--- config.mk ---
export PLATFORM = sky130hd
export DESIGN_NAME = mrfdo_out_reg
export DESIGN_NICKNAME = d
export VERILOG_FILES = /design/src/hw/rtl/mrfdo_pkg.sv /design/src/hw/rtl/mrfdo_out_reg.sv
export SDC_FILE = /design/constraint.sdc
export NUM_CORES = 1
export LEC_CHECK = 0
export BUFFER_PORTS_ARGS = -buffer_cell sky130_fd_sc_hd__buf_2
export CAP_MARGIN = 40
export CORE_UTILIZATION = 41
export CTS_BUF_LIST = sky130_fd_sc_hd__clkbuf_16
export CTS_CLUSTER_SIZE = 30
export DETAILED_ROUTE_END_ITERATION = 8
export PLACE_DENSITY_LB_ADDON = 0.1
export SLEW_MARGIN = 20
export SYNTH_ARGS = -nofsm -noshare
export SYNTH_HDL_FRONTEND = slang
export SYNTH_SLANG_ARGS = --single-unit
--- constraint.sdc ---
create_clock -name clk -period 4.2 [get_ports clk]
set_input_delay 0.42 -clock clk [delete_from_list [all_inputs] [get_ports clk]]
set_output_delay 0.42 -clock clk [all_outputs]
set_load 0.03 [all_outputs]
--- src/hw/rtl/mrfdo_pkg.sv ---
// Shared types, constants and helper functions of the message ring store.
package mrfdo_pkg;

	localparam int DEPTH_WORDS   = 1024;
	localparam int MAX_MSG_WORDS = 32;
	localparam int IDX_W         = $clog2(DEPTH_WORDS);
	localparam int SZ_W          = (IDX_W + 1 > 8) ? IDX_W + 1 : 8;
	localparam int SUM_W         = SZ_W + 1;
	localparam int LW_W          = 7;
	localparam int HDR_MIN       = 4;
	localparam int MAX_BYTES     = 4 * MAX_MSG_WORDS;

	typedef logic [IDX_W-1:0] idx_t;
	typedef logic [SZ_W-1:0]  sz_t;
	typedef logic [SUM_W-1:0] sum_t;
	typedef logic [LW_W-1:0]  lw_t;
	typedef logic [8:0]       blen_t;

	typedef enum logic {
		ACT_WRITE = 1'b0,
		ACT_READ  = 1'b1
	} action_t;

	typedef enum logic [1:0] {
		ST_OK     = 2'd0,
		ST_EMPTY  = 2'd1,
		ST_BIG    = 2'd2,
		ST_REJECT = 2'd3
	} status_t;

	typedef enum logic [3:0] {
		S_CLEAR,
		S_IDLE,
		S_DROP,
		S_DROP_CHK,
		S_WR_FIN,
		S_COMMIT_ZERO,
		S_COMMIT_HDR,
		S_WR_EMIT,
		S_RD_HDR,
		S_RD_REQ,
		S_RD_WORD
	} state_t;

	typedef struct packed {
		action_t     action;
		logic [31:0] data_word;
		logic [7:0]  byte_length;
		logic        last;
		logic [7:0]  max_bytes;
	} req_word_t;

	typedef struct packed {
		logic [31:0] word_out;
		logic        last_out;
		status_t     status;
		logic [15:0] message_count;
		logic [31:0] lost_count;
	} rsp_word_t;

	typedef struct packed {
		logic      valid;
		rsp_word_t word;
	} emit_t;

	typedef struct packed {
		logic        we;
		idx_t        waddr;
		logic [31:0] wdata;
		logic        re;
		idx_t        raddr;
	} ram_req_t;

	// words taken by a record of the given byte length, header included
	function automatic lw_t words_of(input logic [7:0] b);
		return lw_t'({1'b0, b[7:2]}) + lw_t'(|b[1:0]);
	endfunction

	// word count of a stored header, clamped to the largest record
	function automatic lw_t record_words(input logic [31:0] h);
		logic [30:0] n;
		n = {1'b0, h[31:2]} + 31'(|h[1:0]);
		if (n > 31'(MAX_MSG_WORDS))
			return lw_t'(MAX_MSG_WORDS);
		return n[LW_W-1:0];
	endfunction

	function automatic idx_t wrap_add(input idx_t a, input sz_t b);
		sum_t s;
		s = sum_t'(a) + sum_t'(b);
		if (s >= sum_t'(DEPTH_WORDS))
			s = s - sum_t'(DEPTH_WORDS);
		return s[IDX_W-1:0];
	endfunction

endpackage

--- src/hw/rtl/mrfdo_out_reg.sv ---
// Output register holding one result word toward the receiver.
module mrfdo_out_reg (
	input  logic                 clk,
	input  logic                 arst_n,
	input  mrfdo_pkg::emit_t     emit,
	output logic                 emit_ready,
	output logic                 rsp_valid,
	input  logic                 rsp_stall,
	output mrfdo_pkg::rsp_word_t rsp_word
);

	logic                 valid_q;
	mrfdo_pkg::rsp_word_t word_q;

	assign emit_ready = !valid_q || !rsp_stall;
	assign rsp_valid  = valid_q;
	assign rsp_word   = word_q;

	always_ff @(posedge clk or negedge arst_n) begin
		if (!arst_n) begin
			valid_q <= 1'b0;
		end else if (emit_ready) begin
			valid_q <= emit.valid;
		end
	end

	always_ff @(posedge clk) begin
		if (emit_ready && emit.valid)
			word_q <= emit.word;
	end

endmodule

After elaboration in Yosys (flattened, before gate mapping)
Index checks and enable logic that the tools add are counted.

Reductions and logical operators: 4.

Operators by type and width (number): zero test 1 bit (2); logical AND 1 bit (1); logical OR 1 bit (1).

Input bits: 87. Word-level logic and storage cells: 10. Register bits: 84. Output and inout bits: 85.

Depth between registers and ports, before layout
Gate-level depths: netlist (run 1).

Depth after elaboration: 3. Mapped depth: 1. Gate-level depth less buffers: 1.

Least setup slack after synthesis (run 1)
OpenSTA, ideal clock, no wires.

Kind: in2reg. Start: input port rsp_stall. End: register word_q (netlist bit rsp_word[0]), enable pin. Path buffers: 0. Arrival: 2.790 ns. Stages on the path: 1. Path slack: 0.940 ns. Data required time: 3.731 ns. Library setup time: 0.469 ns. Cells stage by stage: a21boi_2.

Longest elaborated chain between the ends: 3.

Ends and longest elaborated chain: start, declared (line mrfdo_out_reg.sv:8) `input logic rsp_stall,`; zero test 1 bit (line mrfdo_out_reg.sv:15) `assign emit_ready = !valid_q || !rsp_stall;`; logical OR 1 bit (line mrfdo_out_reg.sv:15); logical AND 1 bit (line mrfdo_out_reg.sv:28) `if (emit_ready && emit.valid)`; end signal, assigned (line mrfdo_out_reg.sv:29) `word_q <= emit.word;`; end, declared (line mrfdo_out_reg.sv:13) `mrfdo_pkg::rsp_word_t word_q;`.

No other way between the ends. A chain may end at the register's enable or synchronous reset.

Final worst setup path (run 1)
Start: register valid_q (netlist: rsp_valid). End: register word_q (netlist bit rsp_word[54]), enable pin.

Longest elaborated chain between the ends: 3.

Ends and longest elaborated chain: start, declared (line mrfdo_out_reg.sv:12) `logic valid_q;`; start signal, assigned (line mrfdo_out_reg.sv:23) `valid_q <= emit.valid;`; zero test 1 bit (line mrfdo_out_reg.sv:15); logical OR 1 bit (line mrfdo_out_reg.sv:15); logical AND 1 bit (line mrfdo_out_reg.sv:28).

No other way between the ends.

==> impl_metrics.csv, run 1 <==
group,metric,value,unit
status,status,"finished, final reports clean",
cts,h-tree-depth,3,
route,first_pass_iters,5,
route,viasPerCell,4.25,
cts,cts_resized,0,
worst_setup_path,path_cells,"a21boi_4, buf_4",
timing,fin_skew,6.26,ps
cells_and_area,final_area,3810,um^2
worst_setup_path,worstRegToRegCells,2,
global_routing,grt_pass1_vias,1371,
worst_setup_path,worst_r2r_endpoint,"rsp_word[54]",
timing,worst_slack,2760,ps
logic_synthesis,synthTopCellsByArea,"edfxtp_1 (98%), dfrtp_1 (0.99%), a21boi_2 (0.44%)",
worst_setup_path,rr_startpoint,"rsp_valid",
worst_setup_path,crit_path_top_delay_cell,"buf_4",
floorplanning,die_area,6510,um^2
timing,rsz0062_at_grt,"false",
timing,slew_headroom,65.7,%
timing,tns,0,ps
worst_setup_path,worstSetupStartpointType,"flip-flop",
logic_synthesis,syn_avg_cell_area,29.2,um^2
cts,cts.sinks,84,
timing,fin_crit_sh,34.4,%
global_routing,grt-ovfl-total,0,
power,power.internal,1.49,mW
worst_setup_path,crit_path_start,"rsp_valid",
logic_synthesis,ys_seq_elements,84,
timing,final-setup-viol-count,0,
logic_synthesis,synth_commonest_cells,"edfxtp_1 (83), a21boi_2 (1), a21o_1 (1), dfrtp_1 (1), nand2_1 (1)",
cells_and_area,fin_cells,352,
power,powerDensity,505,nW/um^2
cells_and_area,final_util,63.9,%
placement,numPortBuffers,171,
placement,dp_cells,335,
route,ant_nets,0,
cells_and_area,drive_above_1_share,67.5,%
global_routing,grt_pass1_wl,6.56,mm
power,seqPwrFrac,51.3,%
worst_setup_path,worstPathRequired,4160,ps
cts,cts_hold_buf,1,
power,p_sw_share,22.6,%
power,power,1.92,mW
placement,place_congestion,0.697,
floorplanning,fp.dieW,80.7,um
logic_synthesis,synth_cell_types,5,
global_routing,antenna_found_initial,0,
floorplanning,coreArea,5960,um^2
cells_and_area,nFillCells,479,
route,drcViolationCount,0,
job,cap_violations,0,
cells_and_area,antenna_cells,0,
placement,post-place-ws,2650,ps
worst_hold_path,whs_path_depth,1,
logic_synthesis,yosysMostFrequentCell,"edfxtp_1",
timing,final_hold_viol_count,0,
route,route.vias.total,1496,
power,max-vdd-ir-drop,0.000445,V
timing,maxSlewViolCount,0,
logic_synthesis,ys_warn_count,0,
power,switching_power,434,uW
cts,cts_root_buf,"clkbuf_16",
power,pwr-share-clk,38.5,%
worst_hold_path,min_to,"rsp_word[22]",
worst_setup_path,worstSetupEndpointType,"flip-flop",
logic_synthesis,synth_cells,87,
cells_and_area,nets,359,
cts,clk_latency,330,ps
floorplanning,die_height,80.7,um
timing,tightest_slew,515,ps
logic_synthesis,synthesis.area,2540,um^2
global_routing,grt_max_degree,43,
timing,hold_ws,262,ps
placement,place_area,3510,um^2
cts,tritoncts,"done",
cts,path_clk_slew,60,ps
worst_setup_path,arrival,1410,ps
logic_synthesis,synth_top_area_share,98.1,%
floorplanning,row_count,28,
floorplanning,initial_core_util,42.6,%
global_routing,grtUsageTotal,14.7,%
route,drtIter0Drc,101,
logic_synthesis,synth_edf_count,83,
worst_setup_path,critPathMaxFanout,42,
cells_and_area,synthToLayoutAreaGrowth,49.9,%
route,wire_per_inst,13.8,um
cts,ctsLongestPathBuffers,2,
cts,cts-buffers-inserted,9,
worst_hold_path,hold_path.class,"input port to flip-flop",
floorplanning,io_pins,172,
cts,post-cts-setup-buffers,0,
route,routed_wirelength,4.87,mm
power,p_leak,1.65,nW
logic_synthesis,ys_seq_area_share,99.1,%
worst_setup_path,r2r_slack,2760,ps
logic_synthesis,synth_flop_cell,"edfxtp_1",
logic_synthesis,syn_nets,174,
logic_synthesis,synth_area_leader_cell,"edfxtp_1",
worst_setup_path,max_stage_delay,460,ps
worst_hold_path,min_from,"emit[22]",
timing,fmax,0.692,GHz
worst_setup_path,crit_type,"flip-flop to flip-flop",
timing,fin_crit,1440,ps
logic_synthesis,synthArstFlopShare,1.19,%
power,power_frac_comb,10.2,%
critical path, delay by kind of cell (launching register included):
kind,cells,cell delay [ps]
AOI/OAI and AO/OA,1,180
buffers and inverters,1,460
DFF,1,430
how the worst max path moves through the flow:
stage                         endpoint  slack, ps  cells past startpoint
final                     rsp_word[54]       2760                      2
after global routing      rsp_word[62]       2690                      2
after CTS                 rsp_word[16]       2740                      2
after detailed placement  rsp_word[15]       2650                      3
after global placement    rsp_word[49]       2680                      3
after floorplan            rsp_word[0]        940                      1
registers in the layout, indices dropped and copies added (netlist names):
register	flops
rsp_valid	1
rsp_word	83
logic make-up after synthesis:
logic type | Yosys count | share of synthesized area (%)
AO/OA/AOI/OAI | 2 | 0.739
flip-flops | 84 | 99.1
AND/OR/NAND/NOR | 1 | 0.148
placed cells by master, fill, tap and decap left out, drive strengths merged:
master and n:
clkbuf 9, edfxtp 83, dlygate4sd3 1, buf 173, bufinv 1, dfrtp 1, a21o 1, inv 1
nand2 1, clkinv 4, a21boi 1, clkinvlp 1
per-layer routing:
metal	wire length (um)	track usage, %	part of all wire, %	vias up
met5	0	0	0	-
met4	129	9.82	2.7	0
met3	583	5.91	12	11
met2	2440	23.8	50	102
met1	1710	15.8	35	663
li1	-	-	-	720
power by group through the flow:
stage	Clock (mW)	Combinational, mW	Sequential [mW]
after floorplan	0	0.0172	1.10
after global placement	0	0.196	1.00
after detailed placement	0	0.198	1.00
after CTS	0.757	0.198	0.988
after global routing	0.786	0.207	0.991
final	0.740	0.195	0.987
area by class of cell:
| type | count | area [um^2] | share of cell area [%] |
|---|---|---|---|
| timing repair buffer | 174 | 881 | 23.1 |
| clock inverter | 7 | 58.8 | 1.55 |
| tap | 75 | 93.8 | 2.47 |
| clock buffer | 9 | 225 | 5.92 |
| multi-input combinational | 3 | 30.0 | 0.789 |
| sequential | 84 | 2520 | 66.1 |
No activity file was read; power rests on OpenSTA's default activity.
==> inputs of run 2 (changes only) <==
--- a/config.mk
+++ b/config.mk
@@ -7,7 +7,7 @@
 export LEC_CHECK = 0
 export BUFFER_PORTS_ARGS = -buffer_cell sky130_fd_sc_hd__buf_2
 export CAP_MARGIN = 40
-export CORE_UTILIZATION = 41
+export CORE_UTILIZATION = 37
 export CTS_BUF_LIST = sky130_fd_sc_hd__clkbuf_16
 export CTS_CLUSTER_SIZE = 30
 export DETAILED_ROUTE_END_ITERATION = 8
==> constraint.sdc (replaced) <==
create_clock -name clk -period 1.3 [get_ports clk]
set_input_delay 0.13 -clock clk [delete_from_list [all_inputs] [get_ports clk]]
set_output_delay 0.13 -clock clk [all_outputs]
set_load 0.03 [all_outputs]
==> impl_metrics.csv, run 2 (synthesis results as in run 1) <==
group,metric,value,unit
timing,fin_crit_sh,98.2,%
cells_and_area,multi_input_area,30.0,um^2
cts,post-cts-setup-buffers,0,
power,switching_power,1.43,mW
global_routing,gr-max-usage-layer,"met2",
cts,tritoncts,"done",
power,powerDensity,1440,nW/um^2
placement,place_congestion,0.690,
floorplanning,die_area,7200,um^2
global_routing,grt_use_met3,5.74,%
cts,h-tree-depth,3,
worst_setup_path,arrival,1290,ps
cells_and_area,largest_reg_flops,83,
worst_setup_path,worstSetupStartpointType,"flip-flop",
cts,cts.sinks,84,
floorplanning,initial_core_util,39.1,%
global_routing,met1_usage,16.7,%
timing,hold_ws,9.08,ps
timing,maxSlewViolCount,0,
power,power.internal,5.38,mW
route,first_pass_iters,6,
power,pwr-share-clk,40.5,%
route,route.vias.total,1862,
timing,fmax,0.783,GHz
global_routing,grt_pass1_wl,8.89,mm
worst_setup_path,critPathTopFamily,"flip-flops",
worst_setup_path,path_cells,"a21boi_4, buf_12",
route,routed_wirelength,6.02,mm
global_routing,grtUsageTotal,17.0,%
route,viasPerCell,4.25,
cells_and_area,nets,444,
cts,clk_latency,320,ps
floorplanning,die_height,84.9,um
placement,numPortBuffers,171,
timing,fin_skew,5.30,ps
route,wire_per_inst,13.8,um
cells_and_area,final_common_cell,"buf_2",
placement,place_area,3560,um^2
cells_and_area,final_util,72.8,%
worst_setup_path,max_stage_delay,440,ps
cells_and_area,drive_above_1_share,52.6,%
cells_and_area,synthToLayoutAreaGrowth,86.3,%
global_routing,met2_usage,31.3,%
worst_setup_path,critPathMaxFanout,33,
power,seqPwrFrac,46.9,%
timing,tightest_slew,275,ps
placement,place_hpwl,3.88,mm
cts,cts-buffers-inserted,9,
floorplanning,io_pins,172,
timing,worst_slack,23.0,ps
timing,tns,0,ps
cells_and_area,seqCellArea,2520,um^2
power,p_leak,2.03,nW
power,p_sw_share,21.0,%
route,drtIter0Drc,51,
worst_hold_path,hold_path.class,"input port to flip-flop",
worst_setup_path,crit_path_top_delay_cell,"dfrtp_2",
global_routing,antenna_found_initial,0,
cells_and_area,nFillCells,416,
timing,fin_crit,1280,ps
global_routing,grt_pass1_vias,1902,
power,max-vdd-ir-drop,0.000873,V
cells_and_area,fin_cells,438,
global_routing,grt_max_degree,34,
power,power,6.81,mW
cells_and_area,final_area,4730,um^2
cells_and_area,layout_common_cells,"buf_2 (171), dlygate4sd3_1 (84), edfxtp_1 (83)",
timing,final-setup-viol-count,0,
route,ant_nets,0,
worst_setup_path,worstPathRequired,1310,ps
worst_setup_path,worstSetupEndpointType,"flip-flop",
floorplanning,coreArea,6490,um^2
cts,ctsLongestPathBuffers,2,
job,cap_violations,0,
cells_and_area,antenna_cells,0,
status,status,"finished, violations left",
timing,slew_headroom,81.6,%
power,power_frac_comb,12.6,%
cts,path_clk_slew,60,ps
status,violations,"DRC",
floorplanning,row_count,29,
cts,cts_root_buf,"clkbuf_16",
timing,rsz0062_at_grt,"false",
placement,post-place-ws,27.2,ps
placement,dp_cells,339,
worst_setup_path,cp_num_buf_inv,1,
worst_setup_path,crit_type,"flip-flop to flip-flop",
timing,final_hold_viol_count,0,
global_routing,grt-ovfl-total,0,
floorplanning,fp.dieW,84.9,um
route,drcViolationCount,12,
-- run 2: cell types whose count changed in the layout (fill, tap and decap cells not counted) --
cell,change
dfrtp_1,-1
dfrtp_2,+1
buf_4,-1
clkinv_1,-1
clkinv_2,-2
buf_6,+1
bufinv_16,+2
dlygate4sd3_1,+83
buf_12,+2
-- run 2: routing by layer --
metal	share of wire (%)	up-vias
met4	2.0	0
li1	-	891
met1	35	856
met3	9.0	12
met2	54	103
met5	0	-
-- run 2: area by class of cell --
| type | count | share of cell area, % |
|---|---|---|
| Clock buffer | 9 | 4.76 |
| Timing Repair Buffer | 259 | 37.1 |
| Multi-Input combinational cell | 3 | 0.635 |
| Sequential cell | 84 | 53.2 |
| Tap cell | 77 | 2.04 |
| Clock inverter | 6 | 2.22 |
-- run 2: power by group through the flow --
stage	clock [mW]	sequential (mW)	combinational (mW)
finish	2.76	3.19	0.858
floorplan	0	3.56	0.0575
global route	2.93	3.20	0.906
CTS	2.83	3.19	0.857
global placement	0	3.24	0.656
detailed placement	0	3.25	0.661
-- run 2: worst reg2reg max path, cell delays in order, from the launching register on --
cell and delay [ps]:
dfrtp_2 440, a21boi_4 280, buf_12 250
-- run 2: worst paths after layout --
check | start | endpoint | slack (ps) | cells past startpoint
min in group asynchronous | arst_n | rsp_valid | 110 | 2
worst max register to register | rsp_valid | rsp_word[18] | 20 | 2
max in group asynchronous | arst_n | rsp_valid | 1100 | 2
worst min register to register | rsp_valid | rsp_valid | 560 | 1
worst min-delay path | emit[83] | rsp_valid | 9 | 2
worst max-delay path | rsp_valid | rsp_word[18] | 20 | 2
-- run 2: what timing repair did --
action	CTS	global route
setup endpoints to repair	0	15
gates resized for setup	0	1
hold buffers	84	0
hold endpoints to repair	84	0
==> inputs of run 3 (changes only) <==
--- a/config.mk
+++ b/config.mk
@@ -11,7 +11,9 @@
 export CTS_BUF_LIST = sky130_fd_sc_hd__clkbuf_16
 export CTS_CLUSTER_SIZE = 30
 export DETAILED_ROUTE_END_ITERATION = 8
+export MAX_ROUTING_LAYER = met4
 export PLACE_DENSITY_LB_ADDON = 0.1
+export REMOVE_ABC_BUFFERS = 1
 export SLEW_MARGIN = 20
 export SYNTH_ARGS = -nofsm -noshare
 export SYNTH_HDL_FRONTEND = slang
==> impl_metrics.csv, run 3 (synthesis results as in run 1) <==
group,metric,value,unit
timing,maxSlewViolCount,0,
cells_and_area,drive_above_1_share,52.5,%
cts,path_clk_slew,60,ps
power,p_sw_share,22.5,%
timing,fin_crit,1290,ps
cts,cts-buffers-inserted,9,
power,pwr-share-clk,36.9,%
worst_setup_path,cp_num_buf_inv,3,
cells_and_area,synthToLayoutAreaGrowth,87.4,%
power,powerDensity,1360,nW/um^2
worst_setup_path,worstSetupStartpointType,"input port",
cells_and_area,multi_input_area,30.0,um^2
floorplanning,die_area,7200,um^2
floorplanning,io_pins,172,
placement,post-place-ws,28.2,ps
route,first_pass_iters,6,
worst_setup_path,crit_type,"input port to flip-flop",
floorplanning,row_count,29,
cells_and_area,layout_common_cells,"buf_2 (171), dlygate4sd3_1 (85), edfxtp_1 (83)",
worst_setup_path,rr_startpoint,"rsp_valid",
worst_setup_path,crit_path_start,"emit[83]",
worst_setup_path,critPathMaxFanout,37,
floorplanning,initial_core_util,39.1,%
cts,cts.sinks,84,
cells_and_area,final_common_cell,"buf_2",
status,status,"finished, violations left",
route,routed_wirelength,6.17,mm
worst_setup_path,worstPathRequired,1320,ps
global_routing,grtUsageTotal,17.5,%
cts,clk_latency,320,ps
timing,fmax,0.772,GHz
cells_and_area,final_area,4760,um^2
worst_hold_path,min_from,"rsp_stall",
cells_and_area,antenna_cells,0,
timing,rsz0062_at_grt,"true",
global_routing,grt_pass1_wl,9.02,mm
power,p_leak,2.04,nW
timing,final_hold_viol_count,0,
route,route.vias.total,1879,
cts,ctsLongestPathBuffers,2,
global_routing,grt-ovfl-total,0,
power,seqPwrFrac,49.3,%
job,cap_violations,0,
worst_setup_path,crit_path_top_delay_cell,"dlygate4sd3_1",
cells_and_area,seqCellArea,2520,um^2
global_routing,grt_max_degree,47,
route,drtIter0Drc,85,
worst_setup_path,r2r_slack,5,ps
placement,place_area,3540,um^2
timing,worst_slack,5.31,ps
worst_setup_path,max_stage_delay,520,ps
worst_setup_path,critPathTopFamily,"buffers and inverters",
placement,numPortBuffers,171,
placement,place_congestion,0.654,
cells_and_area,nFillCells,411,
route,drcViolationCount,11,
cts,h-tree-depth,3,
cts,cts_root_buf,"clkbuf_16",
worst_setup_path,worstSetupEndpointType,"flip-flop",
timing,fin_crit_sh,99.6,%
power,power_frac_comb,13.8,%
timing,tns,0,ps
worst_setup_path,arrival,1310,ps
worst_setup_path,path_cells,"dlygate4sd3_1, buf_2, a21boi_4, buf_12",
power,switching_power,1.46,mW
global_routing,antenna_found_initial,0,
floorplanning,fp.dieW,84.9,um
global_routing,grt_pass1_vias,2043,
placement,place_hpwl,3.66,mm
timing,slew_headroom,82.5,%
floorplanning,coreArea,6490,um^2
cts,tritoncts,"done",
timing,tightest_slew,262,ps
power,max-vdd-ir-drop,0.000907,V
cells_and_area,largest_reg_flops,83,
power,power.internal,5.02,mW
timing,final-setup-viol-count,0,
floorplanning,die_height,84.9,um
timing,fin_skew,5.58,ps
status,violations,"DRC",
worst_hold_path,hold_path.class,"input port to flip-flop",
route,wire_per_inst,13.9,um
route,ant_nets,0,
cells_and_area,nets,448,
route,viasPerCell,4.24,
-- run 3: cell count changes in the layout (fill, tap and decap cells not counted), sizes merged --
cell	previous run	this run
clkinvlp	1	2
clkinv	1	2
inv	1	2
bufinv	3	1
buf	175	177
clkbuf	9	10
dlygate4sd3	84	85
-- run 3: area by class of cell --
cell class / instances / area share (%)
clock buffer: 9 / 4.73
timing repair buffer: 263 / 38.4
clock inverter: 7 / 1.26
tap: 77 / 2.02
sequential: 84 / 52.9
multi-input combinational: 3 / 0.631
-- run 3: timing repair --
action                                  4_1_cts  5_1_grt
setup buffers                                 0        2
hold buffers                                 85        0
endpoints found under the setup margin        0       46
endpoints found under the hold margin        85        0
resized for setup                             0        3
-- run 3: worst paths after layout --
check,end,cells after the start
worst min-delay path,rsp_valid,2
worst max register to register,rsp_word[40],2
worst min register to register,rsp_valid,1
min in group asynchronous,rsp_valid,2
max in group asynchronous,rsp_valid,2
worst max-delay path,rsp_word[40],4
-- run 3: stage by stage --
step | std cells | util (%) | total power, mW | hold WS (ps)
global route | 443 | 73.3 | 6.68 | 83.3
finish | 443 | 73.3 | 6.47 | 77.8
global placement | 337 | 54.5 | 3.89 | -94.5
floorplan | 87 | - | 3.62 | -166
detailed placement | 337 | 54.5 | 3.90 | -88.4
CTS | 438 | 72.0 | 6.50 | 63.0
-- run 3: per-layer routing --
metal  wire length [um]  GRT usage (%)  vias up
li1                   -              -      898
met1               2240           17.4      866
met2               3390           31.7      103
met3                424           5.45       12
met4                115           7.09        0
met5                  0              -        -
-- run 3: power groups by stage --
stage / Clock, mW / Sequential [mW] / Combinational (mW)
after global routing: 2.54 / 3.21 / 0.936
final: 2.39 / 3.19 / 0.894
after global placement: 0 / 3.24 / 0.650
after detailed placement: 0 / 3.25 / 0.653
after CTS: 2.45 / 3.19 / 0.852
after floorplan: 0 / 3.56 / 0.0556
