$ cat config.mk
export PLATFORM = sky130hd
export DESIGN_NAME = mrfdo_ctrl
export DESIGN_NICKNAME = d
export VERILOG_FILES = /design/src/hw/rtl/mrfdo_pkg.sv /design/src/hw/rtl/mrfdo_ctrl.sv
export SDC_FILE = /design/constraint.sdc
export NUM_CORES = 1
export LEC_CHECK = 0
export BUFFER_PORTS_ARGS = -buffer_cell sky130_fd_sc_hd__buf_2
export CAP_MARGIN = 40
export CORE_ASPECT_RATIO = 0.75
export CORE_UTILIZATION = 40
export DETAILED_ROUTE_END_ITERATION = 10
export GPL_TIMING_DRIVEN = 0
export PLACE_DENSITY = 0.73
export SKIP_CTS_REPAIR_TIMING = 1
export SYNTH_ARGS = -nofsm -noshare
export SYNTH_HDL_FRONTEND = slang
export SYNTH_SLANG_ARGS = --single-unit
$ cat constraint.sdc
create_clock -name clk -period 3.7 [get_ports clk]
set_clock_uncertainty 0.1 [all_clocks]
set_input_delay 0.37 -clock clk [delete_from_list [all_inputs] [get_ports clk]]
set_output_delay 0.37 -clock clk [all_outputs]
set_load 0.01 [all_outputs]
$ cat src/hw/rtl/mrfdo_pkg.sv
// Shared types, constants and helper functions of the message ring store.
package mrfdo_pkg;

	localparam int DEPTH_WORDS   = 1024;
	localparam int MAX_MSG_WORDS = 32;
	localparam int IDX_W         = $clog2(DEPTH_WORDS);
	localparam int SZ_W          = (IDX_W + 1 > 8) ? IDX_W + 1 : 8;
	localparam int SUM_W         = SZ_W + 1;
	localparam int LW_W          = 7;
	localparam int HDR_MIN       = 4;
	localparam int MAX_BYTES     = 4 * MAX_MSG_WORDS;

	typedef logic [IDX_W-1:0] idx_t;
	typedef logic [SZ_W-1:0]  sz_t;
	typedef logic [SUM_W-1:0] sum_t;
	typedef logic [LW_W-1:0]  lw_t;
	typedef logic [8:0]       blen_t;

	typedef enum logic {
		ACT_WRITE = 1'b0,
		ACT_READ  = 1'b1
	} action_t;

	typedef enum logic [1:0] {
		ST_OK     = 2'd0,
		ST_EMPTY  = 2'd1,
		ST_BIG    = 2'd2,
		ST_REJECT = 2'd3
	} status_t;

	typedef enum logic [3:0] {
		S_CLEAR,
		S_IDLE,
		S_DROP,
		S_DROP_CHK,
		S_WR_FIN,
		S_COMMIT_ZERO,
		S_COMMIT_HDR,
		S_WR_EMIT,
		S_RD_HDR,
		S_RD_REQ,
		S_RD_WORD
	} state_t;

	typedef struct packed {
		action_t     action;
		logic [31:0] data_word;
		logic [7:0]  byte_length;
		logic        last;
		logic [7:0]  max_bytes;
	} req_word_t;

	typedef struct packed {
		logic [31:0] word_out;
		logic        last_out;
		status_t     status;
		logic [15:0] message_count;
		logic [31:0] lost_count;
	} rsp_word_t;

	typedef struct packed {
		logic      valid;
		rsp_word_t word;
	} emit_t;

	typedef struct packed {
		logic        we;
		idx_t        waddr;
		logic [31:0] wdata;
		logic        re;
		idx_t        raddr;
	} ram_req_t;

	// words taken by a record of the given byte length, header included
	function automatic lw_t words_of(input logic [7:0] b);
		return lw_t'({1'b0, b[7:2]}) + lw_t'(|b[1:0]);
	endfunction

	// word count of a stored header, clamped to the largest record
	function automatic lw_t record_words(input logic [31:0] h);
		logic [30:0] n;
		n = {1'b0, h[31:2]} + 31'(|h[1:0]);
		if (n > 31'(MAX_MSG_WORDS))
			return lw_t'(MAX_MSG_WORDS);
		return n[LW_W-1:0];
	endfunction

	function automatic idx_t wrap_add(input idx_t a, input sz_t b);
		sum_t s;
		s = sum_t'(a) + sum_t'(b);
		if (s >= sum_t'(DEPTH_WORDS))
			s = s - sum_t'(DEPTH_WORDS);
		return s[IDX_W-1:0];
	endfunction

endpackage

$ cat src/hw/rtl/mrfdo_ctrl.sv
// Sequencer: store clearing, drop-oldest admission, word writes, commit and read-out.
module mrfdo_ctrl (
	input  logic                 clk,
	input  logic                 arst_n,
	input  logic                 req_valid,
	output logic                 req_stall,
	input  mrfdo_pkg::req_word_t req_word,
	output mrfdo_pkg::emit_t     emit,
	input  logic                 emit_ready,
	output mrfdo_pkg::ram_req_t  ram_req,
	input  logic [31:0]          ram_rdata
);

	mrfdo_pkg::state_t  state_q, state_d;
	mrfdo_pkg::idx_t    clr_q;
	mrfdo_pkg::idx_t    ri_q;
	mrfdo_pkg::idx_t    wi_q;
	mrfdo_pkg::idx_t    cur_q;
	mrfdo_pkg::idx_t    pos_q;
	mrfdo_pkg::lw_t     left_q;
	mrfdo_pkg::lw_t     need_q;
	mrfdo_pkg::lw_t     rleft_q;
	logic [7:0]         hdr_q;
	logic [7:0]         maxb_q;
	logic               last_q;
	logic               wopen_q;
	logic               wacc_q;
	logic [15:0]        held_q;
	logic [31:0]        drop_q;
	mrfdo_pkg::status_t st_q;

	mrfdo_pkg::sz_t     free_words;
	logic               fits;
	logic               blen_bad;
	mrfdo_pkg::lw_t     need_in;
	logic               too_deep;
	logic               cont_store;
	logic               rd_empty;
	logic               rd_big;
	logic               rd_ok;
	mrfdo_pkg::lw_t     rd_n;
	logic [15:0]        held_dec;
	logic [15:0]        held_inc;
	logic [31:0]        drop_inc;
	mrfdo_pkg::idx_t    next_wi;

	always_comb begin
		if (ri_q > wi_q)
			free_words = mrfdo_pkg::sz_t'(ri_q) - mrfdo_pkg::sz_t'(wi_q);
		else
			free_words = mrfdo_pkg::sz_t'(mrfdo_pkg::DEPTH_WORDS)
				- (mrfdo_pkg::sz_t'(wi_q) - mrfdo_pkg::sz_t'(ri_q));
	end

	assign fits     = free_words >= mrfdo_pkg::sz_t'(need_q) + mrfdo_pkg::sz_t'(1);
	assign need_in  = mrfdo_pkg::words_of(req_word.byte_length);
	assign blen_bad = (req_word.byte_length < 8'(mrfdo_pkg::HDR_MIN))
		|| ({1'b0, req_word.byte_length} > mrfdo_pkg::blen_t'(mrfdo_pkg::MAX_BYTES));
	assign too_deep = mrfdo_pkg::sz_t'(need_in) + mrfdo_pkg::sz_t'(1)
		> mrfdo_pkg::sz_t'(mrfdo_pkg::DEPTH_WORDS);
	assign cont_store = wacc_q && (left_q != '0);

	assign rd_empty = ram_rdata == 32'd0;
	assign rd_big   = ram_rdata > {24'd0, maxb_q};
	assign rd_ok    = !rd_empty && !rd_big;
	assign rd_n     = mrfdo_pkg::record_words(ram_rdata);
	assign held_dec = (held_q != 16'd0) ? held_q - 16'd1 : held_q;
	assign held_inc = (held_q != 16'hFFFF) ? held_q + 16'd1 : held_q;
	assign drop_inc = (drop_q != 32'hFFFF_FFFF) ? drop_q + 32'd1 : drop_q;
	assign next_wi  = mrfdo_pkg::wrap_add(wi_q, mrfdo_pkg::sz_t'(need_q));

	// next state
	always_comb begin
		state_d = state_q;
		case (state_q)
			mrfdo_pkg::S_CLEAR: begin
				if (clr_q == mrfdo_pkg::idx_t'(mrfdo_pkg::DEPTH_WORDS - 1))
					state_d = mrfdo_pkg::S_IDLE;
			end
			mrfdo_pkg::S_IDLE: begin
				if (req_valid) begin
					if (req_word.action == mrfdo_pkg::ACT_READ)
						state_d = mrfdo_pkg::S_RD_HDR;
					else if (!wopen_q)
						state_d = (blen_bad || too_deep) ? mrfdo_pkg::S_WR_FIN
							: mrfdo_pkg::S_DROP;
					else if (req_word.last && wacc_q)
						state_d = mrfdo_pkg::S_COMMIT_ZERO;
					else
						state_d = mrfdo_pkg::S_WR_EMIT;
				end
			end
			mrfdo_pkg::S_DROP: begin
				state_d = fits ? mrfdo_pkg::S_WR_FIN : mrfdo_pkg::S_DROP_CHK;
			end
			mrfdo_pkg::S_DROP_CHK: begin
				state_d = rd_empty ? mrfdo_pkg::S_WR_FIN : mrfdo_pkg::S_DROP;
			end
			mrfdo_pkg::S_WR_FIN: begin
				state_d = (last_q && wacc_q) ? mrfdo_pkg::S_COMMIT_ZERO
					: mrfdo_pkg::S_WR_EMIT;
			end
			mrfdo_pkg::S_COMMIT_ZERO: state_d = mrfdo_pkg::S_COMMIT_HDR;
			mrfdo_pkg::S_COMMIT_HDR:  state_d = mrfdo_pkg::S_WR_EMIT;
			mrfdo_pkg::S_WR_EMIT: begin
				if (emit_ready)
					state_d = mrfdo_pkg::S_IDLE;
			end
			mrfdo_pkg::S_RD_HDR: begin
				if (emit_ready)
					state_d = (rd_ok && rd_n > mrfdo_pkg::lw_t'(1)) ? mrfdo_pkg::S_RD_REQ
						: mrfdo_pkg::S_IDLE;
			end
			mrfdo_pkg::S_RD_REQ: state_d = mrfdo_pkg::S_RD_WORD;
			mrfdo_pkg::S_RD_WORD: begin
				if (emit_ready)
					state_d = (rleft_q == mrfdo_pkg::lw_t'(1)) ? mrfdo_pkg::S_IDLE
						: mrfdo_pkg::S_RD_REQ;
			end
			default: state_d = mrfdo_pkg::S_IDLE;
		endcase
	end

	// outputs
	always_comb begin
		req_stall     = state_q != mrfdo_pkg::S_IDLE;
		ram_req       = '0;
		emit          = '0;
		emit.word.message_count = held_q;
		emit.word.lost_count    = drop_q;
		emit.word.status        = mrfdo_pkg::ST_OK;
		case (state_q)
			mrfdo_pkg::S_CLEAR: begin
				ram_req.we    = 1'b1;
				ram_req.waddr = clr_q;
			end
			mrfdo_pkg::S_IDLE: begin
				if (req_valid && req_word.action == mrfdo_pkg::ACT_READ) begin
					ram_req.re    = 1'b1;
					ram_req.raddr = ri_q;
				end else if (req_valid && wopen_q && cont_store) begin
					ram_req.we    = 1'b1;
					ram_req.waddr = cur_q;
					ram_req.wdata = req_word.data_word;
				end
			end
			mrfdo_pkg::S_DROP: begin
				if (!fits) begin
					ram_req.re    = 1'b1;
					ram_req.raddr = ri_q;
				end
			end
			mrfdo_pkg::S_COMMIT_ZERO: begin
				ram_req.we    = 1'b1;
				ram_req.waddr = next_wi;
			end
			mrfdo_pkg::S_COMMIT_HDR: begin
				ram_req.we    = 1'b1;
				ram_req.waddr = wi_q;
				ram_req.wdata = {24'd0, hdr_q};
			end
			mrfdo_pkg::S_WR_EMIT: begin
				emit.valid         = 1'b1;
				emit.word.last_out = 1'b1;
				emit.word.status   = st_q;
			end
			mrfdo_pkg::S_RD_HDR: begin
				emit.valid = 1'b1;
				if (rd_empty) begin
					emit.word.last_out = 1'b1;
					emit.word.status   = mrfdo_pkg::ST_EMPTY;
				end else if (rd_big) begin
					emit.word.word_out = ram_rdata;
					emit.word.last_out = 1'b1;
					emit.word.status   = mrfdo_pkg::ST_BIG;
				end else begin
					emit.word.word_out      = ram_rdata;
					emit.word.last_out      = rd_n == mrfdo_pkg::lw_t'(1);
					emit.word.message_count = held_dec;
				end
			end
			mrfdo_pkg::S_RD_REQ: begin
				ram_req.re    = 1'b1;
				ram_req.raddr = pos_q;
			end
			mrfdo_pkg::S_RD_WORD: begin
				emit.valid         = 1'b1;
				emit.word.word_out = ram_rdata;
				emit.word.last_out = rleft_q == mrfdo_pkg::lw_t'(1);
			end
			default: begin
				req_stall = 1'b1;
			end
		endcase
	end

	always_ff @(posedge clk or negedge arst_n) begin
		if (!arst_n) begin
			state_q <= mrfdo_pkg::S_CLEAR;
			clr_q   <= '0;
			ri_q    <= '0;
			wi_q    <= '0;
			cur_q   <= '0;
			pos_q   <= '0;
			left_q  <= '0;
			need_q  <= '0;
			rleft_q <= '0;
			hdr_q   <= '0;
			maxb_q  <= '0;
			last_q  <= 1'b0;
			wopen_q <= 1'b0;
			wacc_q  <= 1'b0;
			held_q  <= '0;
			drop_q  <= '0;
			st_q    <= mrfdo_pkg::ST_OK;
		end else begin
			state_q <= state_d;
			case (state_q)
				mrfdo_pkg::S_CLEAR: begin
					clr_q <= clr_q + mrfdo_pkg::idx_t'(1);
				end
				mrfdo_pkg::S_IDLE: begin
					if (req_valid && req_word.action == mrfdo_pkg::ACT_READ) begin
						maxb_q <= req_word.max_bytes;
					end else if (req_valid && !wopen_q) begin
						wopen_q <= 1'b1;
						wacc_q  <= 1'b0;
						last_q  <= req_word.last;
						hdr_q   <= req_word.byte_length;
						need_q  <= need_in;
					end else if (req_valid) begin
						st_q <= wacc_q ? mrfdo_pkg::ST_OK : mrfdo_pkg::ST_REJECT;
						if (cont_store) begin
							cur_q  <= mrfdo_pkg::wrap_add(cur_q, mrfdo_pkg::sz_t'(1));
							left_q <= left_q - mrfdo_pkg::lw_t'(1);
						end
						if (req_word.last && !wacc_q) begin
							wopen_q <= 1'b0;
							left_q  <= '0;
						end
					end
				end
				mrfdo_pkg::S_DROP: begin
					if (fits) begin
						wacc_q <= 1'b1;
						left_q <= need_q - mrfdo_pkg::lw_t'(1);
						cur_q  <= mrfdo_pkg::wrap_add(wi_q, mrfdo_pkg::sz_t'(1));
					end
				end
				mrfdo_pkg::S_DROP_CHK: begin
					if (!rd_empty) begin
						ri_q   <= mrfdo_pkg::wrap_add(ri_q, mrfdo_pkg::sz_t'(rd_n));
						held_q <= held_dec;
						drop_q <= drop_inc;
					end
				end
				mrfdo_pkg::S_WR_FIN: begin
					st_q <= wacc_q ? mrfdo_pkg::ST_OK : mrfdo_pkg::ST_REJECT;
					if (last_q && !wacc_q) begin
						wopen_q <= 1'b0;
						left_q  <= '0;
					end
				end
				mrfdo_pkg::S_COMMIT_HDR: begin
					wi_q    <= next_wi;
					held_q  <= held_inc;
					wopen_q <= 1'b0;
					wacc_q  <= 1'b0;
					left_q  <= '0;
				end
				mrfdo_pkg::S_RD_HDR: begin
					if (emit_ready && rd_ok) begin
						ri_q    <= mrfdo_pkg::wrap_add(ri_q, mrfdo_pkg::sz_t'(rd_n));
						pos_q   <= mrfdo_pkg::wrap_add(ri_q, mrfdo_pkg::sz_t'(1));
						rleft_q <= rd_n - mrfdo_pkg::lw_t'(1);
						held_q  <= held_dec;
					end
				end
				mrfdo_pkg::S_RD_REQ: begin
					pos_q <= mrfdo_pkg::wrap_add(pos_q, mrfdo_pkg::sz_t'(1));
				end
				mrfdo_pkg::S_RD_WORD: begin
					if (emit_ready)
						rleft_q <= rleft_q - mrfdo_pkg::lw_t'(1);
				end
				default: begin
					clr_q <= clr_q;
				end
			endcase
		end
	end

endmodule

* Word-level counts from Yosys, hierarchy flattened
Cells that the tools add are included.
Storage, ports and cells: word-level logic and storage cells 227, input port bits 86, memories kept 0, latch bits 0, output and inout bits 139, memory bits (read-only) 0, memory bits (writable) 0, register bits after elaboration 144
Cells by class: div/mod/pow operators 0, shift-type cells 0, reduce and logical (&&, ||, !) cells 48, $lt $le $gt $ge 14, equal/unequal tests 33, muxes and demuxes 86, bitwise gates (word level) 2, add/subtract/negate cells 27, multiply operators 0
Operators with widths (number):
- $mux W10 | 14
- $pmux W32 S2 | 2
- $mux W16 | 7
- $mux W43 | 2
- $mux W7 | 11
- $ge A11 B11 Y1 const B | 6
- $pmux W10 S2 | 3
- $sub A10 B1 Y10 const B | 6
- $pmux W16 S3 | 1
- $add A10 B1 Y11 const B | 4
- $pmux W11 S4 | 1
- $pmux W4 S11 | 1
- $mux W11 | 3
- $pmux W11 S3 | 1
- $add A32 B1 Y32 const B | 1
- $gt A32 B8 Y1 | 1
- $logic_not A32 Y1 | 1
- $mux W32 | 1
- $mux W4 | 8
- $ne A32 B32 Y1 const B | 1
- $add A30 B1 Y31 | 1
- $gt A31 B6 Y1 const B | 1
- $ne A2 B2 Y1 const B | 14
- $pmux W7 S4 | 1
- other kinds (49) | 118

* Longest topological paths before layout
Gate-level depths: netlist (run 1).
depth after elaboration 10, depth in mapped cells 22, mapped depth without buffers 21

* Least setup slack after synthesis (run 1)
Ideal clock, no wire load.
path type input port to flip-flop, from in ram_rdata[1], to reg ri_q[9], required time 3.475 ns, library setup time 0.125 ns, arrival time 4.219 ns, setup slack -0.744 ns, stages on the path 21, cells stage by stage or2_2 > ha_1 > ha_1 > buf_2 > xnor2_1 > nand2_1 > nor2b_1 > o21ai_0 > or3_1 > nor3_2 > nand2_1 > inv_1 > ha_1 > a21o_1 > a21oi_1 > o21bai_1 > a21oi_1 > o21ai_0 > o211ai_1 > nor2_1 > xor2_1
Between the ends: longest elaborated chain between the ends 10, elaborated cells between the ends (all ways) 21, classes of those cells add/sub: 3; order compare: 3; eq/ne: 2; mux: 6; reduce/logical: 7
Ends and longest elaborated chain:
- from (decl) | RTL line mrfdo_ctrl.sv:11 | input logic [31:0] ram_rdata
- $reduce_or A2 Y1 | RTL line mrfdo_pkg.sv:82 | n = {1'b0, h[31:2]} + 31'(|h[1:0]);
- $add A30 B1 Y31 | RTL line mrfdo_pkg.sv:82
- $gt A31 B6 Y1 | RTL line mrfdo_pkg.sv:83 | if (n > 31'(MAX_MSG_WORDS))
- $mux W1 | RTL line mrfdo_pkg.sv:83
- $mux W7 | RTL line mrfdo_pkg.sv:85 | return n[LW_W-1:0];
- $add A10 B7 Y11 | RTL line mrfdo_pkg.sv:90 | s = sum_t'(a) + sum_t'(b);
- $sub A10 B1 Y10 or $ge A11 B11 Y1 (tied branches) | RTL line mrfdo_pkg.sv:92, mrfdo_pkg.sv:91
- $mux W10 | RTL line mrfdo_pkg.sv:91 | if (s >= sum_t'(DEPTH_WORDS))
- $mux W10 (on tied branches) | RTL line mrfdo_ctrl.sv:272, mrfdo_ctrl.sv:251
- $pmux W10 S2 | RTL line mrfdo_ctrl.sv:218 | case (state_q)
- to (signal assigned) | RTL line mrfdo_ctrl.sv:252 | ri_q <= mrfdo_pkg::wrap_add(ri_q, mrfdo_pkg::sz_t'(rd_n));
- to (signal assigned) | RTL line mrfdo_ctrl.sv:273 | ri_q <= mrfdo_pkg::wrap_add(ri_q, mrfdo_pkg::sz_t'(rd_n));
- to (decl) | RTL line mrfdo_ctrl.sv:16 | mrfdo_pkg::idx_t ri_q;
Several ways; a longest one is shown, not always the timed one. The select of a mux whose other input is x is not followed. A chain may end at the register's enable or synchronous reset.

==> results of run 1 <==
==> stage by stage <==
stage,setup slack (ps),util (%),std cells
after floorplan,-239.7,-,1389
after global placement,-948.7,46.92,1996
after detailed placement,-961.0,47.20,2000
after CTS,-1357,49.18,2032
after global routing,-604.4,51.95,2064
final,-499.1,51.95,2064
==> flip-flops by register name, summed over array words and instances (netlist names) <==
register / cells
st_q: 1
clr_q: 10
ri_q: 10
last_q: 1
cur_q: 10
hdr_q: 8
wopen_q: 1
wi_q: 10
pos_q: 10
drop_q: 32
rleft_q: 7
left_q: 7
wacc_q: 1
held_q: 16
maxb_q: 8
state_q: 4
need_q: 7
==> per-layer routing <==
layer,share of wire (%),global-route usage (%),wire (um)
met1,47,35.34,16940
met2,44,33.20,15650
met3,7.8,4.612,2805
met4,1.2,5.426,441
met5,0,0,0
==> final cells by class <==
type,count,area (um^2),area share (%)
buffer,60,291.5,1.991
clock buffer,18,439.2,3.000
clock inverter,14,120.1,0.8204
inverter,51,198.9,1.359
multi-input combinational,1131,8010,54.71
sequential,143,3591,24.53
tap,385,481.7,3.290
timing repair buffer,262,1508,10.30
==> cells by family (layout without fill, tap and decap cells) <==
kind of cell	count (synthesis)	after routing	share of synthesized area (%)
flops	143	143	31.03
other cells	1	1	0.03251
xor+xnor	120	120	9.113
fa+ha+maj	62	62	6.921
simple gates	586	586	26.93
buf+inv	115	405	3.927
mux	34	34	3.200
compound gates	328	328	18.85
==> cell usage after synthesis (all sizes together) (5+ instances only) <==
master	instances
a211o	5
a211oi	9
a21boi	5
a21o	15
a21oi	80
a221oi	5
a222oi	9
a22o	21
a311oi	10
a31oi	11
and2	64
and3	17
and4	6
buf	15
clkbuf	49
dfrtp	143
ha	59
inv	50
mux2	23
mux2i	11
nand2	156
nand2b	13
nand3	76
nand4	33
nor2	86
nor2b	12
nor3	41
nor3b	6
nor4	18
nor4b	7
o211ai	10
o21ai	85
o21bai	6
o22ai	9
o31ai	9
or2	12
or3	18
or4	7
xnor2	79
xor2	41
==> power breakdown <==
group          switching (mW)  total [mW]  internal (mW)
Combinational            3.08        5.34           2.26
Clock                   0.766        1.66          0.899
Sequential              0.678        2.74           2.06
Total                    4.53        9.74           5.22
==> worst reg2reg max path: stages, from the launching register on <==
cell,delay (ps)
dfrtp_2,440
inv_4,90
ha_4,140
inv_4,30
fa_2,370
nand3_2,100
nand2_2,70
a21o_1,170
a21oi_2,170
xnor2_2,100
ha_2,190
a211o_1,290
a41oi_2,230
o221ai_2,190
buf_4,190
a311oi_2,560
nor3b_4,150
buf_2,220
a22o_1,220
==> how the worst max path moves through the flow <==
stage	from	slack, ps	endpoint
2_1_floorplan	ram_rdata[1]	-240	ri_q[6]
3_3_place_gp	state_q[2]	-950	pos_q[8]
3_5_place_dp	state_q[2]	-960	pos_q[8]
4_1_cts	ri_q[0]	-1360	ram_req[3]
5_1_grt	wi_q[4]	-600	ram_req[3]
6_report	ri_q[0]	-500	ram_req[3]
==> results.md, run 1 <==
- Run status: finished, violations left
- Failing checks: setup timing
- Top cells by area, synth: dfrtp_1 (31%), ha_1 (6.4%), xnor2_1 (6.0%)
- TritonCTS Buffers: 17
- Worst setup margin: -499.1 ps
- Final setup viols: 32
- Routed vias: roughly 12000
- Dpl hpwl: roughly 27000 um
- Synth Net Count: between 1500 and 2000
- Cell count after synthesis: about 1400
- Post-synth top area share: approximately 31%
- Most common cell after layout, fill and taps aside: buf_2
- Power Total: roughly 9.7 mW
- H-tree depth: 4
- Critical Path End Type: output pin
- Least-Margin Pin Slew: 839.3 ps
- Worst skew pair latency: 440 ps
- Layout cell share with drive strength beyond 1: 27.28%
- Vias in the first global route: 10360
- Initial antenna violation count: 0
- Fin. Hold Viols: 0
- Fmax: between 200 and 250 MHz
- Final Cell Area: 14640 um^2
- Starting DRT DRC Count: 1169
- Register bit total from synthesis: roughly 140
- Max_slew headroom: 43.90%
- FF-to-FF path depth: 18
- Row count: 53
- Max-cap violations: 0
- Cell taking the most area after synthesis: dfrtp_1
- Core area: roughly 28000 um^2
- First-pass GRT wire length: 54970 um
- Unrepaired setup endpoints after global routing: yes
- Minimum clock period: about 4200 ps
- Hold slack: 62.53 ps
- Initial core utilization: 40.92%
- Hold Path End: maxb_q[4]
- CTS max path bufs: 2
- Worst hold path depth: 2
- # fillers: 2589
- Worst-path cell chain: inv_4, ha_4, inv_4, fa_2, nand3_2, nand2_2, a21o_1, a21oi_2, xnor2_2, ha_2, a211o_1, a41oi_2, o221ai_2, o21ai_4, buf_6, a22o_1, buf_2
- Worst-path clk slew: around 70 ps
- CP dominant cell by count: inv_4
- Crit start category: flop
- Synth warnings: 0
- Pleak: between 6 and 7 nW
- Kind of critical path: flop to output pin
- DRT Pass-1 Iters: 6
- Clock sinks: between 100 and 150
- Remaining Overflow, GRT: 0
- Critical R2R Launch: ri_q[0]
- Largest net degree at the start of global routing: 64
- WP data required: between 3000 and 4000 ps
- R2R setup slack: -430 ps
- Port buffer count: about 220
- Die Y: roughly 150 um
- Crit. path cell count: 17
- Crit Reg-Reg Endpoint: left_q[4]
- Ys flop type: dfrtp_1
- Root Buffer: clkbuf_16
- Synth-to-layout area growth: 26.94%
- Final worst path period share: 113.5%
- Drc violations: 0
- HP Class: input port to flop
- Drt via density: 5.745
- Slowest cell on crit path: dfrtp_2
- Syn Area/Cell: between 8 and 9 um^2
- Max Slew Vio Count: 0
- CP Max Fanout: 5
- PD cells: 665.6 nW/um^2
- CP top delay family: compound AO/OA/AOI/OAI gates
- Netlist cell types: 86
- CTS tree: done
- Die ar.: between 20000 and 30000 um^2
- Ant. Diodes: 0
- Netlist area before placement: around 12000 um^2
- CP bufs+invs: 4
- Die Wd: 198.1 um
- Total Wirelength: about 36000 um
- Slowest stage delay, CP: between 400 and 500 ps
- Routed wire per std cell: 17.36 um
- Post-synth EDFFs: 0
- Max IR drop VDD: 401.5 uV
- Commonest cells after routing, fill and taps aside: buf_2 (229), nand2_1 (146), dfrtp_1 (133), nor2_1 (82)
- Sequential share of the synthesized area: ~31%
- Gr usage total: between 20% and 30%
- Asr flop ratio synth: 100.0%
- Fin nets: about 1800
- ANT nets after route: 0
- Setup TNS: -10260 ps
- # IOs: between 200 and 250
- Worst Path Arrival: roughly 3700 ps
- Placer Congestion: around 0.95
- DP Area: 13300 um^2
- Worst min-delay path startpoint: req_word[4]
Power figures use the tool's default switching activity.
==> inputs of run 2 (changes only) <==
--- a/config.mk
+++ b/config.mk
@@ -11,7 +11,7 @@
 export CORE_UTILIZATION = 40
 export DETAILED_ROUTE_END_ITERATION = 10
 export GPL_TIMING_DRIVEN = 0
-export PLACE_DENSITY = 0.73
+export PLACE_DENSITY = 0.62
 export SKIP_CTS_REPAIR_TIMING = 1
 export SYNTH_ARGS = -nofsm -noshare
 export SYNTH_HDL_FRONTEND = slang
==> run 2 against run 1 <==
Compared with the run above:
- the run still ends with setup timing left
- final area up 0.22%
- final cell count increased by 0.15%
- sequential cell count unchanged
- wire length increased by 2.4%
- worst hold slack improved by 4.3 ps
- first-iteration DRC count shrank 18%
- non-clock buffer count up 2
- sequential share of layout area is 0.063 points lower
- critical path depth unchanged
- global-route usage is 1.2 points higher
- fmax up 0.99%
- count of clock-buffer cells in the layout did not move
- critical endpoint is now ram_req[6]
==> results.md, run 2 (synthesis results as in run 1) <==
- Run status: finished, violations left
- Failing checks: setup timing
- Die Wd: between 150 and 200 um
- Remaining Overflow, GRT: 0
- PD cells: between 600 and 700 nW/um^2
- Core area: roughly 28000 um^2
- Slowest stage delay, CP: approximately 440 ps
- Top reg by flops: drop_q
- First-pass GRT wire length: between 50000 and 60000 um
- Post-Layout Cell Count: approximately 2100
- Final setup viols: 29
- Initial core utilization: about two fifths
- Pleak: 6.557 nW
- TritonCTS Buffers: 17
- Vias in the first global route: 10510
- ANT nets after route: 0
- Most common cell after layout, fill and taps aside: buf_2
- Top Registers: drop_q x32, held_q x16
- Slowest cell on crit path: dfrtp_2
- Worst-path clk slew: ~60 ps
- Fin. Hold Viols: 0
- Port buffer count: between 200 and 250
- Number of flip-flops in the largest register: 32
- Largest net degree at the start of global routing: 74
- Worst setup margin: -457.8 ps
- Clock sinks: 143
- Cells after DPL: 2000
- CTS max path bufs: 2
- CP dominant cell by count: inv_2
- DRT Pass-1 Iters: 7
- Max IR drop VDD: roughly 340 uV
- Placer Congestion: between 0.9 and 1
- Fin nets: about 1800
- Worst skew pair latency: approximately 440 ps
- Max Slew Vio Count: 0
- Fmax: about 240 MHz
- Total Wirelength: ~37000 um
- Die Y: roughly 150 um
- Synth-to-layout area growth: 27.22%
- Crit start category: flop
- Drt via density: about 5.7
- # IOs: 225
- Minimum clock period: ~4200 ps
- HP Class: input port to flop
- Routed wire per std cell: ~18 um
- Die ar.: 29520 um^2
- Row count: 53
- Root Buffer: clkbuf_16
- Gr usage total: 24.37%
- Final worst path period share: 112.4%
- Max-cap violations: 0
- H-tree depth: 4
- Dpl hpwl: 27250 um
- # fillers: approximately 2700
- CP top delay family: compound AO/OA/AOI/OAI gates
- Critical Path End Type: output pin
- Worst-path cell chain: inv_2, ha_4, inv_2, fa_2, nand3_2, nand2_2, a21o_1, a21oi_2, xnor2_1, ha_2, a211o_1, a41oi_2, o221ai_4, o21ai_4, buf_6, a22o_1, buf_2
- Unrepaired setup endpoints after global routing: yes
- Max_slew headroom: around two fifths
- DP Worst Slack: -936.2 ps
- Starting DRT DRC Count: between 900 and 1000
- Commonest cells after routing, fill and taps aside: buf_2 (231), nand2_1 (148), dfrtp_1 (134), nor2_1 (83), xnor2_1 (76)
- WP data required: ~3200 ps
- Worst Path Arrival: roughly 3700 ps
- Layout cell share with drive strength beyond 1: a little over a quarter
- Hold slack: around 67 ps
- Routed vias: around 12000
- Flip-flop and latch area: between 3000 and 4000 um^2
- Area of the multi-input gates: 8013 um^2
- CP bufs+invs: 4
- Power Total: between 9 and 10 mW
- CTS tree: done
- Setup TNS: -7652 ps
- Drc violations: 0
- CP Max Fanout: 5
- Least-Margin Pin Slew: about 870 ps
- Kind of critical path: flop to output pin
- Initial antenna violation count: 1
[run 2: per-layer routing]
metal	wire [um]	up-vias	track usage [%]	part of all wire, %
met5	0	-	0	0
met4	326	0	4.845	0.89
met3	2382	24	4.544	6.5
met2	15680	388	34.08	43
met1	18300	5712	38.25	50
li1	-	5628	-	-
[run 2: through the flow]
stage / util (%) / cell area [um^2]
2_1_floorplan: - / 11630
3_3_place_gp: 46.92 / 13220
3_5_place_dp: 47.11 / 13280
4_1_cts: 49.31 / 13900
5_1_grt: 52.06 / 14670
6_report: 52.06 / 14670
[run 2: worst paths after layout]
kind,from,end,slack [ps],depth (start not counted)
setup reg to reg,ri_q[0],cur_q[4],-250,17
max in group asynchronous,arst_n,ri_q[0],2240,3
hold / removal,req_word[4],maxb_q[4],70,2
min in group asynchronous,arst_n,drop_q[11],420,2
hold reg to reg,drop_q[17],drop_q[17],390,1
setup / recovery,ri_q[0],ram_req[6],-460,17
[run 2: area by class of cell]
| type | instances | area share [%] |
|---|---|---|
| repair buffers | 265 | 10.16 |
| clock inverters | 14 | 1.236 |
| plain buffers | 59 | 1.893 |
| clock buffers | 18 | 2.993 |
| well taps | 385 | 3.283 |
| multi-input cells | 1131 | 54.61 |
| diodes | 1 | 0.01705 |
| inverters | 51 | 1.339 |
| flip-flops and latches | 143 | 24.46 |
[run 2: power by group]
| part | switching, mW | leakage [nW] | total (mW) | internal, mW |
|---|---|---|---|---|
| sequential | 0.685 | 1.79 | 2.74 | 2.06 |
| combinational | 3.04 | 4.47 | 5.25 | 2.22 |
| clock | 0.763 | 0.295 | 1.85 | 1.09 |
| total | 4.49 | 6.56 | 9.85 | 5.36 |
[run 2: worst reg2reg max path, stage by stage, from the launching register on]
cell and delay, ps:
dfrtp_2 440, inv_2 100, ha_4 130, inv_2 50, fa_2 380, nand3_2 100
nand2_2 70, a21o_1 160, a21oi_2 140, xnor2_1 100, ha_2 180, a211o_1 270
a41oi_2 240, o221ai_4 170, a311oi_2 580, nor2b_1 290, a21oi_1 200, o221ai_1 120
